===== src/sv/hashed_lru_block_buffer_cache_macros.svh =====
// Assertion macros shared by the buffer cache RTL.
// Included by the top level; depends on nothing.
`ifndef HASHED_LRU_BLOCK_BUFFER_CACHE_MACROS_SVH
`define HASHED_LRU_BLOCK_BUFFER_CACHE_MACROS_SVH

// Implication checked on every rising clock edge outside reset.
`define HLBC_ASSERT_IMPL(label, clk, rst, ante, cons, msg) \
   label: assert property (@(posedge clk) disable iff (rst) (ante) |-> (cons)) \
      else $error(msg);

// Next-cycle implication checked outside reset.
`define HLBC_ASSERT_NEXT(label, clk, rst, ante, cons, msg) \
   label: assert property (@(posedge clk) disable iff (rst) (ante) |=> (cons)) \
      else $error(msg);

`endif


===== src/sv/hlbc_ram.sv =====
// Generic single-port-write, single-read RAM with registered read data.
// No dependencies.
module hlbc_ram #(
   parameter int Width = 8,
   parameter int Depth = 32
) (
   input  logic                     clock,
   input  logic                     wr_en,
   input  logic [$clog2(Depth)-1:0] wr_addr,
   input  logic [Width-1:0]         wr_data,
   input  logic [$clog2(Depth)-1:0] rd_addr,
   output logic [Width-1:0]         rd_data
);
   logic [Width-1:0] mem_ff [Depth];

   // Write and registered read.
   always_ff @(posedge clock) begin
      if (wr_en) begin
         mem_ff[wr_addr] <= wr_data;
      end
      rd_data <= mem_ff[rd_addr];
   end
endmodule


===== config.mk =====
export PLATFORM = sky130hd
export DESIGN_NAME = hlbc_ram
export DESIGN_NICKNAME = d
export VERILOG_FILES = /design/src/sv/hashed_lru_block_buffer_cache_macros.svh /design/src/sv/hlbc_ram.sv
export SDC_FILE = /design/constraint.sdc
export NUM_CORES = 1
export LEC_CHECK = 0
export BUFFER_PORTS_ARGS = -buffer_cell sky130_fd_sc_hd__buf_2
export CAP_MARGIN = 20
export CELL_PAD_IN_SITES_DETAIL_PLACEMENT = 0
export CELL_PAD_IN_SITES_GLOBAL_PLACEMENT = 1
export CORE_MARGIN = 2
export CORE_UTILIZATION = 35
export CTS_BUF_LIST = sky130_fd_sc_hd__clkbuf_8
export CTS_CLUSTER_SIZE = 30
export DETAILED_ROUTE_END_ITERATION = 7
export PLACE_DENSITY = 0.65
export SYNTH_ARGS = -nofsm -noshare
export SYNTH_HDL_FRONTEND = slang
export SYNTH_SLANG_ARGS = --single-unit

===== constraint.sdc =====
create_clock -name clock -period 4.1 [get_ports clock]
set_input_delay 0.82 -clock clock [delete_from_list [all_inputs] [get_ports clock]]
set_output_delay 0.82 -clock clock [all_outputs]
set_load 0.01 [all_outputs]

# Yosys cells after proc, flatten, opt, wreduce, memory -nomap -nowiden
# Memories as Yosys holds them, arrays and structs flattened. A register that Yosys moved wholly into a read port is not among the register bits.
# Index checks and enable logic that the tools add are counted.
# op_classes
n_addsub	0
multipliers	0
div	0
n_lt_le_gt_ge	0
n_eq_ne	0
n_shift	0
n_mux	2
bitwise_logic	0
n_reduce_logical	0
# op_table
op	count
$mux 1	2
# word_totals
register_bits	0
latchBits	0
mem_bits_rw	256
rom_bits	0
output_inout_bits	8
wordCells	3
n_memories	1
# mem_list
memory	depth	width	rd	rd_clocked_by_memory_dff	write_ports	line	rtl
mem_ff	32	8	1	1	1	hlbc_ram.sv:14	logic [Width-1:0] mem_ff [Depth];

# Longest topological paths before layout
# logic_depth
depth_word	2
mapped_depth	5
mapped_depth_nobuf	3

# Worst setup path before layout
# No wires, ideal clock.
# synth_path
path_type	input to register
from	input port rd_addr[2]
to	register rd_data[0] (read register of mem_ff)
setup_ns	0.121
t_arrival_ns	2.502
slack_ns	1.478
path_stages	5
path_cell_list	clkbuf_1 clkbuf_1 mux4_2 mux4_2 mux2_2
# synth_lines
item	line	rtl
start, declared	hlbc_ram.sv:11	input logic [$clog2(Depth)-1:0] rd_addr,
end, declared	hlbc_ram.sv:12	output logic [Width-1:0] rd_data

==> impl_results.md <==
* Status: completed
* RSZ-0062 raised after global routing: no
* Initial DRC count at 554
* Critical Path RT at 4530 ps
* Number of clock sinks at 264
* DRC at 0
* Layout cells sized above 1 at 36.3%
* Initial antenna violation count at 1
* Worst setup EP type: flop
* Most frequent cells in the layout: edfxtp_1 (256), mux4_2 (80), clkbuf_8 (46), nor2_1 (33), buf_2 (26)
* Seq cells post-synth at 264
* Most common cell after layout, fill and taps aside: edfxtp_1
* Worst Max-Slew Pin Slew at 1110 ps
* GR Util All Layers at 14.7%
* GRT overflow at 0
* Setup bufs post-CTS at 0
* ANT cells at 0
* Synth top area share at 76.5%
* Initial core utilization at 35.3%
* Crit path max fanout at 26
* Core ar. at 28500 sq um
* Mapped Nets at 437
* Post-Route WL at 21500 microns
* Crit path arrival time at 2960 ps
* CTS Hold Buffers Added at 0
* Die ar. at 30100 sq um
* Unique masters post-synth at 15
* CTS max path bufs at 3
* Area grow syn2layout at 13.7%
* Register area share after synthesis at 78.1%
* TritonCTS clock tree: yes
* Nets@finish at 494
* Min-delay worst type: in2reg
* Non-Filler Instances at 891
* Antenna-violating nets left at 0
* Synth warn at 0
* Vias/cell at 5.11
* Row count at 62
* Slew HR at 25.6%
* DP Wirelength at 13500 microns
* Placed cell count at 814
* Vias in the first global route at 4814
* Pin count of the biggest net entering global routing at 33
* Filler cells at 2522
* Worst-path clk slew at 60 ps
* Total iterations of the first detailed-routing run at 5
* Min Clock Period, post-route at 2530 ps
* Ranking of synthesized cells by area: edfxtp_1 (76%), mux4_2 (18%), dfxtp_1 (1.6%)
* Chip width at 173 microns
* Leakage power at 3.57 nW
* Fmax at 0.396 GHz
* Fin. Hold Viols at 0
* Cell area after synthesis at 10100 sq um
* Power Density at 475 nW/um^2
* Slew Viols, Final at 0
* Syn avg cell area at 24.1 sq um
* Root buf cell: clkbuf_8
* Setup TNS Final at 0 ps
* Final Setup Violations at 0
* Overall power at 5.43 mW
* H-tree depth at 2
* Die Span Y at 173 microns
* PostCTS Resize Cnt at 0
* Sequential Area at 7850 sq um
* Area of the multi-input gates at 2100 sq um
* Max cap viols at 0
* Maximum VDD drop at 0.214 mV
* Boundary Pins at 28
* Crit Path Class: in2reg
* Global-route wire length before repair at 32500 microns
* Post-synthesis instance total at 417
* Final period utilization at 61.6%
* Num CTS Buffers at 42
* Worst Clk Skew at 18.8 ps
* Worst-Skew Late Latency at 550 ps
* Routability Congestion at 0.745
* Via Count at 4549
* Area leader, netlist: edfxtp_1
* Port buffer count at 27
* Startpoint types: input port
* Routed WL per cell at 24.1 microns
## through the flow
step | hold WS (ps) | utilization [%] | area (sq um) | worst slack [ps]
6_report | 745 | 40.2 | 11400 | 1570
4_1_cts | 717 | 40.2 | 11400 | 1530
2_1_floorplan | 865 | - | 10100 | 1480
5_1_grt | 733 | 40.2 | 11400 | 1470
3_5_place_dp | 889 | 37.4 | 10600 | 949
3_3_place_gp | 891 | 37.4 | 10600 | 963
## worst max-delay path: stages
cell and delay (ps):
buf_4 420, buf_12 300, mux4_2 580, mux4_2 520, mux2_2 290
## power by group
| part | internal, mW | switching, mW | leakage (nW) |
|---|---|---|---|
| logic | 0.122 | 0.162 | 0.738 |
| clock network | 1.11 | 1.03 | 0.454 |
| registers | 3.00 | 0.0155 | 2.37 |
| total | 4.23 | 1.20 | 3.57 |
## synthesized netlist by cell type
library cell	count
edfxtp_1	256
mux4_2	80
nor2_1	33
dfxtp_1	8
mux2_2	8
buf_1	6
buf_4	6
clkbuf_1	6
nand3b_1	5
or3b_2	3
nand3_1	2
buf_2	1
buf_6	1
nand2_1	1
or3_1	1
## flip-flops by register name, indices dropped and copies added (netlist names)
signal	count
rd_data	8
mem_ff	256
## kinds of logic (layout without fill, tap and decap cells)
logic type | count (synthesis) | count (layout) | share of synthesized area (%)
AND/OR/NAND/NOR | 45 | 45 | 2.07
flip-flops | 264 | 264 | 78.1
multiplexers | 88 | 88 | 18.8
buffers and inverters | 20 | 110 | 1.06
## routing by layer
layer | up-vias | global-route usage, % | part of all wire, %
met4 | 2 | 4.66 | 2.4
met3 | 43 | 3.25 | 6.3
li1 | 1901 | - | -
met2 | 174 | 22.4 | 46
met5 | - | 0 | 0.061
met1 | 2429 | 21.3 | 45
## cell type report
| class | count | share of cell area, % |
|---|---|---|
| Sequential cell | 264 | 68.6 |
| Multi-Input combinational cell | 133 | 18.4 |
| Clock buffer | 46 | 5.54 |
| Tap cell | 384 | 4.20 |
| Timing Repair Buffer | 33 | 1.82 |
| Clock inverter | 31 | 1.46 |
## final timing paths
| kind | to | slack [ps] | cells after the start | startpoint |
|---|---|---|---|---|
| max | rd_data[3] | 1570 | 5 | rd_addr[0] |
| min | rd_data[0] | 740 | 2 | rd_addr[3] |
| max reg2reg | rd_data[2] | 2260 | 3 | mem_ff[21][2] |
| min reg2reg | rd_data[0] | 910 | 3 | mem_ff[24][0] |
Power figures use the tool's default switching activity.
